==> src/rtl/core/contiguous_block_allocator_assert.svh <==
// ----------------------------------------------------------------------------
// Assertion macros for the contiguous block allocator
// Each macro places one labeled concurrent assertion on clk, quiet in reset.
// ----------------------------------------------------------------------------
`ifndef CONTIGUOUS_BLOCK_ALLOCATOR_ASSERT_SVH
`define CONTIGUOUS_BLOCK_ALLOCATOR_ASSERT_SVH

// Same-cycle implication.
`define CBA_ASSERT_NOW(label, ante, cons, msg) \
  label: assert property (@(posedge clk) disable iff (rst) (ante) |-> (cons)) \
    else $error(msg);

// Next-cycle implication.
`define CBA_ASSERT_NEXT(label, ante, cons, msg) \
  label: assert property (@(posedge clk) disable iff (rst) (ante) |=> (cons)) \
    else $error(msg);

`endif

==> src/rtl/core/cba_pkg.sv <==
// ----------------------------------------------------------------------------
// cba_pkg
// Shared types and constants of the contiguous block allocator.
// ----------------------------------------------------------------------------
`timescale 1ns / 1ps

package cba_pkg;

  localparam int NUM_BLOCKS      = 1024;
  localparam int RESERVED_BLOCKS = 1;

  // Map word geometry: the used map is stored one word of blocks per entry.
  localparam int WORD_W    = 32;
  localparam int MAP_WORDS = NUM_BLOCKS / WORD_W;
  localparam int BIT_W     = $clog2(WORD_W);
  localparam int WADDR_W   = $clog2(MAP_WORDS);

  // Field widths.
  localparam int BLK_W    = 10;
  localparam int LEN_W    = 11;
  localparam int STATUS_W = 2;

  localparam logic ACT_ALLOC   = 1'b0;
  localparam logic ACT_RELEASE = 1'b1;

  localparam logic [STATUS_W-1:0] STATUS_OK       = 2'd0;
  localparam logic [STATUS_W-1:0] STATUS_NO_SPACE = 2'd1;
  localparam logic [STATUS_W-1:0] STATUS_RANGE    = 2'd2;

  typedef struct packed {
    logic             action;
    logic [LEN_W-1:0] run_length;
    logic [BLK_W-1:0] first_block;
  } req_t;

  typedef struct packed {
    logic [STATUS_W-1:0] status;
    logic [BLK_W-1:0]    granted_block;
  } rsp_t;

  typedef enum logic [4:0] {
    ST_INIT  = 5'b00001,
    ST_IDLE  = 5'b00010,
    ST_SCAN  = 5'b00100,
    ST_APPLY = 5'b01000,
    ST_RESP  = 5'b10000
  } state_t;

endpackage

==> src/rtl/core/cba_ram.sv <==
// ----------------------------------------------------------------------------
// cba_ram
// Generic simple dual-port RAM: one write port, one read port, registered read.
// ----------------------------------------------------------------------------
`timescale 1ns / 1ps

module cba_ram #(
  parameter int WIDTH = 32,
  parameter int DEPTH = 32
) (
  input  logic                     clk,
  input  logic                     we,
  input  logic [$clog2(DEPTH)-1:0] waddr,
  input  logic [WIDTH-1:0]         wdata,
  input  logic [$clog2(DEPTH)-1:0] raddr,
  output logic [WIDTH-1:0]         rdata
);

  logic [WIDTH-1:0] mem [DEPTH];

  always_ff @(posedge clk) begin
    if (we) begin
      mem[waddr] <= wdata;
    end
    rdata <= mem[raddr];
  end

endmodule

==> src/rtl/core/contiguous_block_allocator.sv <==
// ----------------------------------------------------------------------------
// contiguous_block_allocator
// First-fit allocator of contiguous block runs over a one-bit used map.
// ----------------------------------------------------------------------------
// The used map lives in a 32-entry by 32-bit RAM, one word of blocks per
// entry. After reset a clearing pass over every word writes the reset pattern
// (reserved leading blocks used, rest free); req_ready stays low meanwhile.
// An allocate request reads the map one word per cycle from block 0, tracking
// the length of the current free run across words; the first word in which
// the run reaches the requested length ends the scan. The run is then marked
// in a read-modify-write sweep of one word per cycle. A release sweeps the
// words of its range the same way. This word-at-a-time pace is set by the
// single RAM read port. A zero length or out-of-range request goes
// straight to the result without touching the map, and a result still
// waiting in the output register holds the next one back in ST_RESP.
// A new request is taken only in idle, while the previous result may
// still wait in the output register.
// ----------------------------------------------------------------------------
`timescale 1ns / 1ps

module contiguous_block_allocator (
  input  logic          clk,
  input  logic          rst,
  input  logic          req_valid,
  output logic          req_ready,
  input  cba_pkg::req_t req,
  output logic          rsp_valid,
  input  logic          rsp_ready,
  output cba_pkg::rsp_t rsp
);
  import cba_pkg::*;

  state_t                state;
  logic [WADDR_W-1:0]    init_addr;
  logic [WADDR_W-1:0]    scan_word;
  logic [WADDR_W-1:0]    apply_word;
  logic [LEN_W-1:0]      scan_count;
  logic [LEN_W-1:0]      op_len;
  logic [BLK_W-1:0]      op_lo;
  logic [BLK_W-1:0]      op_hi;
  logic                  op_set;
  logic [STATUS_W-1:0]   res_status;
  logic [BLK_W-1:0]      res_block;

  logic                  ram_we;
  logic [WADDR_W-1:0]    ram_waddr;
  logic [WORD_W-1:0]     ram_wdata;
  logic [WADDR_W-1:0]    ram_raddr;
  logic [WORD_W-1:0]     ram_rdata;

  logic [LEN_W:0]        rel_end;
  logic                  rel_oob;
  logic [BLK_W-1:0]      rel_hi;
  logic                  hit;
  logic [BIT_W-1:0]      hit_bit;
  logic [LEN_W-1:0]      cnt_top;
  logic [BLK_W-1:0]      hit_blk;
  logic [BLK_W-1:0]      alloc_lo;
  logic [WORD_W-1:0]     init_pattern;
  logic [WORD_W-1:0]     apply_mask;
  logic                  rsp_free;

  // Free-run length ending at bit b of a word: distance to the last used bit
  // at or below b, or the carried run plus b+1 when the word is free up to b.
  function automatic logic [LEN_W-1:0] run_end(input logic [WORD_W-1:0] used,
                                               input int b,
                                               input logic [LEN_W-1:0] carry);
    logic [LEN_W-1:0] r;
    r = carry + LEN_W'(b) + LEN_W'(1);
    for (int k = 0; k < WORD_W; k++) begin
      if (k <= b && used[k]) begin
        r = LEN_W'(b - k);
      end
    end
    return r;
  endfunction

  cba_ram #(
    .WIDTH (WORD_W),
    .DEPTH (MAP_WORDS)
  ) u_map (
    .clk   (clk),
    .we    (ram_we),
    .waddr (ram_waddr),
    .wdata (ram_wdata),
    .raddr (ram_raddr),
    .rdata (ram_rdata)
  );

  assign req_ready = (state == ST_IDLE);
  assign rsp_free  = !rsp_valid || rsp_ready;

  // Release range check: first + length must not pass the end of the map.
  assign rel_end = (LEN_W+1)'(req.first_block) + (LEN_W+1)'(req.run_length);
  assign rel_oob = rel_end > (LEN_W+1)'(NUM_BLOCKS);
  assign rel_hi  = BLK_W'(rel_end - (LEN_W+1)'(1));

  // Scan the word in hand; the lowest bit where the run reaches op_len wins.
  always_comb begin
    hit     = 1'b0;
    hit_bit = '0;
    for (int b = WORD_W - 1; b >= 0; b--) begin
      if (run_end(ram_rdata, b, scan_count) >= op_len) begin
        hit     = 1'b1;
        hit_bit = BIT_W'(b);
      end
    end
  end

  assign cnt_top  = run_end(ram_rdata, WORD_W - 1, scan_count);
  assign hit_blk  = {scan_word, hit_bit};
  assign alloc_lo = BLK_W'((LEN_W+1)'(hit_blk) + (LEN_W+1)'(1) - (LEN_W+1)'(op_len));

  // Reset contents of the word under the clearing pass.
  always_comb begin
    for (int b = 0; b < WORD_W; b++) begin
      init_pattern[b] = (LEN_W)'({init_addr, BIT_W'(b)}) < LEN_W'(RESERVED_BLOCKS);
    end
  end

  // Bits of the current word that fall inside [op_lo, op_hi].
  always_comb begin
    for (int b = 0; b < WORD_W; b++) begin
      apply_mask[b] =
        ((apply_word != op_lo[BLK_W-1 -: WADDR_W]) || (BIT_W'(b) >= op_lo[BIT_W-1:0])) &&
        ((apply_word != op_hi[BLK_W-1 -: WADDR_W]) || (BIT_W'(b) <= op_hi[BIT_W-1:0]));
    end
  end

  // Write side: reset pattern during the clearing pass, else set or clear the
  // masked bits of the word read in the previous cycle.
  assign ram_we    = (state == ST_INIT) || (state == ST_APPLY);
  assign ram_waddr = (state == ST_INIT) ? init_addr : apply_word;
  assign ram_wdata = (state == ST_INIT) ? init_pattern :
                     op_set ? (ram_rdata | apply_mask) : (ram_rdata & ~apply_mask);

  // Read side: in idle, scan and apply, fetch the word the next cycle will work on.
  always_comb begin
    case (state)
      ST_IDLE: begin
        ram_raddr = (req.action == ACT_RELEASE) ? req.first_block[BLK_W-1 -: WADDR_W] : '0;
      end
      ST_SCAN: begin
        ram_raddr = hit ? alloc_lo[BLK_W-1 -: WADDR_W] : scan_word + 1'b1;
      end
      ST_APPLY: begin
        ram_raddr = apply_word + 1'b1;
      end
      default: begin
        ram_raddr = '0;
      end
    endcase
  end

  always_ff @(posedge clk) begin
    if (rst) begin
      state     <= ST_INIT;
      init_addr <= '0;
      rsp_valid <= 1'b0;
    end else begin
      // Drop the result once taken; in ST_RESP the load below handles it.
      if (rsp_valid && rsp_ready && (state != ST_RESP)) begin
        rsp_valid <= 1'b0;
      end
      case (state)
        ST_INIT: begin
          init_addr <= init_addr + 1'b1;
          if (init_addr == WADDR_W'(MAP_WORDS - 1)) begin
            state <= ST_IDLE;
          end
        end
        ST_IDLE: begin
          if (req_valid) begin
            op_len     <= req.run_length;
            scan_count <= '0;
            scan_word  <= '0;
            res_block  <= '0;
            if (req.action == ACT_ALLOC) begin
              if (req.run_length == '0) begin
                res_status <= STATUS_NO_SPACE;
                state      <= ST_RESP;
              end else begin
                state <= ST_SCAN;
              end
            end else if (rel_oob) begin
              res_status <= STATUS_RANGE;
              state      <= ST_RESP;
            end else if (req.run_length == '0) begin
              res_status <= STATUS_OK;
              state      <= ST_RESP;
            end else begin
              op_lo      <= req.first_block;
              op_hi      <= rel_hi;
              op_set     <= 1'b0;
              apply_word <= req.first_block[BLK_W-1 -: WADDR_W];
              res_status <= STATUS_OK;
              state      <= ST_APPLY;
            end
          end
        end
        ST_SCAN: begin
          if (hit) begin
            op_lo      <= alloc_lo;
            op_hi      <= hit_blk;
            op_set     <= 1'b1;
            apply_word <= alloc_lo[BLK_W-1 -: WADDR_W];
            res_status <= STATUS_OK;
            res_block  <= alloc_lo;
            state      <= ST_APPLY;
          end else if (scan_word == WADDR_W'(MAP_WORDS - 1)) begin
            res_status <= STATUS_NO_SPACE;
            state      <= ST_RESP;
          end else begin
            // Advance, carrying the free run that ends at the top of this word.
            scan_word  <= scan_word + 1'b1;
            scan_count <= cnt_top;
          end
        end
        ST_APPLY: begin
          if (apply_word == op_hi[BLK_W-1 -: WADDR_W]) begin
            state <= ST_RESP;
          end else begin
            apply_word <= apply_word + 1'b1;
          end
        end
        ST_RESP: begin
          // Hold the result until the output register is free.
          if (rsp_free) begin
            rsp_valid         <= 1'b1;
            rsp.status        <= res_status;
            rsp.granted_block <= res_block;
            state             <= ST_IDLE;
          end else begin
            rsp_valid <= 1'b1;
          end
        end
        default: begin
          state <= ST_IDLE;
        end
      endcase
    end
  end

`include "contiguous_block_allocator_assert.svh"

  `CBA_ASSERT_NOW(a_write_phase, ram_we, (state == ST_INIT) || (state == ST_APPLY), "map written outside init or apply")
  `CBA_ASSERT_NOW(a_grant_only_ok, rsp_valid, (rsp.status == STATUS_OK) || (rsp.granted_block == '0), "granted block set on a failed result")
  `CBA_ASSERT_NOW(a_scan_below_len, state == ST_SCAN, scan_count < op_len, "carried run reached length without a hit")
  `CBA_ASSERT_NEXT(a_resp_load, (state == ST_RESP) && rsp_free, rsp_valid && (state == ST_IDLE), "result not loaded when output free")

endmodule
==> config.mk <==
export PLATFORM = sky130hd
export DESIGN_NAME = contiguous_block_allocator
export DESIGN_NICKNAME = d
export VERILOG_FILES = /design/src/rtl/core/cba_pkg.sv /design/src/rtl/core/cba_ram.sv /design/src/rtl/core/contiguous_block_allocator.sv
export VERILOG_INCLUDE_DIRS = /design/src /design/src/rtl/core
export SDC_FILE = /design/constraint.sdc
export NUM_CORES = 2
export LEC_CHECK = 0
export BUFFER_PORTS_ARGS = -buffer_cell sky130_fd_sc_hd__buf_4
export CAP_MARGIN = 30
export CORE_MARGIN = 2
export CORE_UTILIZATION = 45
export DETAILED_ROUTE_END_ITERATION = 10
export GPL_TIMING_DRIVEN = 0
export SYNTH_ARGS = -nofsm -noshare
export SYNTH_HDL_FRONTEND = slang
export SYNTH_SLANG_ARGS = --single-unit
==> constraint.sdc <==
create_clock -name clk -period 26.9 [get_ports clk]
set_input_delay 5.38 -clock clk [delete_from_list [all_inputs] [get_ports clk]]
set_output_delay 5.38 -clock clk [all_outputs]
set_load 0.02 [all_outputs]
==> flow_summary.ini <==
[power]
p_sw_w = 0.00181
powerDensity_mw_per_mm2 = 76.9
p_comb_share_pct = 28.5
p_int_w = 0.00342
peakVddDrop_uv = 77.6
p_clk_share_pct = 29.7
switching_share_pct = 34.6
power_leakage_nw = 25.1
seqPwrFrac_pct = 41.9

[placed_design]
hpwl_um = 158000
io_buffers = 39
place_inst = 7056
gp_congestion = 1.02

[sta]
final_max_slew_viol_count = 0
worst_pin_slew_ns = 1.17
skew_ns = 0.0432
period_needed_ns = 14.36
period_share_pct = 53.4
slew_headroom_pct = 21.1
setup-violations-final = 0
fin_setup_tns_ns = 0
rsz0062_at_grt = no
final-hold-violation-count = 0
hold_ws_ns = 0.417
clock.fmax_ghz = 0.0696

[synthesis]
ys_ff_latch = 1144
synth_cells = 5155
synth_common_cells = edfxtp_1 (1,101), nand2_1 (695), nor2_1 (555), ha_1 (405), mux2i_1 (231)
synth_top_flop_cell = edfxtp_1
synth_area_leaders = edfxtp_1 (55%), ha_1 (8.5%), nand2_1 (4.4%)
synth_edf_count = 1101
synth_top_area_share_pct = 55.5
syn_area_mm2 = 0.0596
async_flop_share_pct = 0
ys_types = 92
yosys.area.top_type = edfxtp_1
seq_area_frac_synth_pct = 56.9
ys_warn_count = 0
synth.most_common_cell = edfxtp_1
syn_nets = 5588
synth_area_per_cell_um2 = 11.6

[route]
drc = 0
drtIter0Drc = 4943
viasPerCell = 6.09
ant_nets = 0
wire_per_inst_um = 29.1
vias = 44239
firstDrtPassIters = 6
drt_wl_total_um = 212000

[die]
die_height_um = 368
io_pins = 40
die_w_um = 368
rows = 133
core_mm2 = 0.131
dieArea_mm2 = 0.135
initial_utilization_pct = 45.4

[final_layout]
drive_gt1_share_pct = 9.48
final_nets = 5853
seqCellArea_mm2 = 0.0339
syn2layout_area_growth_pct = 14.1
multi_input_area_mm2 = 0.0247
final_cells = 7270
n_fill_cell = 11555

[clock_network]
cts_root_buf = clkbuf_16
tritoncts.num_buffers = 116
cts_tree = built
htreeDepth = 3
cts_sinks = 1144
postCtsSetupRepairBufs = 0
clockBufferDepth = 3
hold_buffers = 0
path_clk_slew_ns = 0.06
clock_latency_ns = 0.75
post_cts_resized = 0

[status]
outcome = finished clean

[grt]
grt_pass1_vias = 42504
grt_max_degree = 33
grt_pass1_wl_um = 302000
overflow = 0
antenna_found_initial = 10
grt.total_usage_pct = 30.9

[setup_path]
path_max_fanout = 10
crit_required_ns = 27.40
crit_path_end_kind = flip-flop
worst_r2r_startpoint = scan_count[1]
crit_type = reg -> reg
crit_buf_inv = 7
crit_start = scan_count[1]
critical_path.top_delay_family = compound AO/OA/AOI/OAI gates
max_stage_delay_ns = 1.02
start_kind = flip-flop
cpMostUsedCell = nor3_1
slowest_stage = nor4_1
cp.arrival_ns = 14.86

[min_path]
holdCritStartpoint = res_block[0]
hold_path.class = reg -> reg

[job]
maxCapViolCount = 0
==> stage by stage <==
step                utilization, %  area, µm²  power [W]  setup WS (ns)
floorplan                        -      59600    0.00302          15.98
global placement              47.2      62100    0.00361          12.41
detailed placement            49.0      64400    0.00369          13.06
CTS                           51.7      68000    0.00523          12.97
global route                  51.7      68000    0.00542          12.36
finish                        51.7      68000    0.00523          12.54
==> sequential cells by signal (all words and copies together), names as in the netlist <==
| name | flops |
|---|---|
| u_map.mem | 1024 |
| u_map.rdata | 32 |
| rsp | 12 |
| op_len | 11 |
| scan_count | 11 |
| op_hi | 10 |
| op_lo | 10 |
| res_block | 10 |
| apply_word | 5 |
| init_addr | 5 |
| scan_word | 5 |
| state | 5 |
| res_status | 2 |
| op_set | 1 |
| rsp_valid | 1 |
==> cells by family after synthesis <==
kind of cell / share of synthesized area (%)
AO/OA/AOI/OAI: 9.85
XOR/XNOR: 3.53
adder cells (fa/ha/maj): 8.58
buffers and inverters: 2.37
flip-flops: 56.9
multiplexers: 4.50
AND/OR/NAND/NOR: 14.3
==> layer usage <==
metal / GRT usage, % / wire length (µm) / vias to the layer above / part of all wire [%]
met2: 50.6 / 99400 / 2024 / 47
met5: 0 / 48 / - / 0.023
met1: 39.4 / 83400 / 21893 / 39
met3: 4.96 / 16200 / 496 / 7.7
li1: - / - / 19818 / -
met4: 16.3 / 12700 / 8 / 6.0
==> final timing paths <==
path | end | slack [ns] | depth (start not counted)
max | u_map.rdata[21] | 12.54 | 43
min | rsp[0] | 0.42 | 0
max reg2reg | u_map.rdata[21] | 12.54 | 43
min reg2reg | rsp[0] | 0.42 | 0
==> cells in the final DEF (no fill, tap or decap), drive strengths merged, types with 39 or more instances in the layout <==
master	Yosys	layout
clkbuf	183	344
nor3	116	116
o22ai	51	51
a32oi	114	114
nor2	560	560
nand3	158	158
nand2b	41	41
nor2b	57	57
inv	74	79
a21o	45	45
mux2i	231	231
o21ai	135	135
ha	405	405
nor4	39	39
buf	85	231
xnor2	141	141
nand2	695	695
a31oi	57	57
nand4	69	69
xor2	99	99
edfxtp	1101	1101
dfxtp	43	43
a21oi	212	212
==> power by group through the flow <==
stage	registers, W	clock network, W	logic [W]
after floorplan	0.00220	0	0.000817
after global placement	0.00224	0	0.00137
after detailed placement	0.00223	0	0.00147
after CTS	0.00219	0.00157	0.00147
after global routing	0.00220	0.00164	0.00158
final	0.00219	0.00155	0.00149
==> layout make-up <==
class	instances	area share, %
flip-flops and latches	1144	49.9
multi-input cells	3669	36.3
clock buffers	161	4.69
well taps	1755	3.23
repair buffers	147	3.13
plain buffers	268	1.67
clock inverters	51	0.673
inverters	74	0.408
diodes	1	0.00368
(Power assumes the default switching activity.)
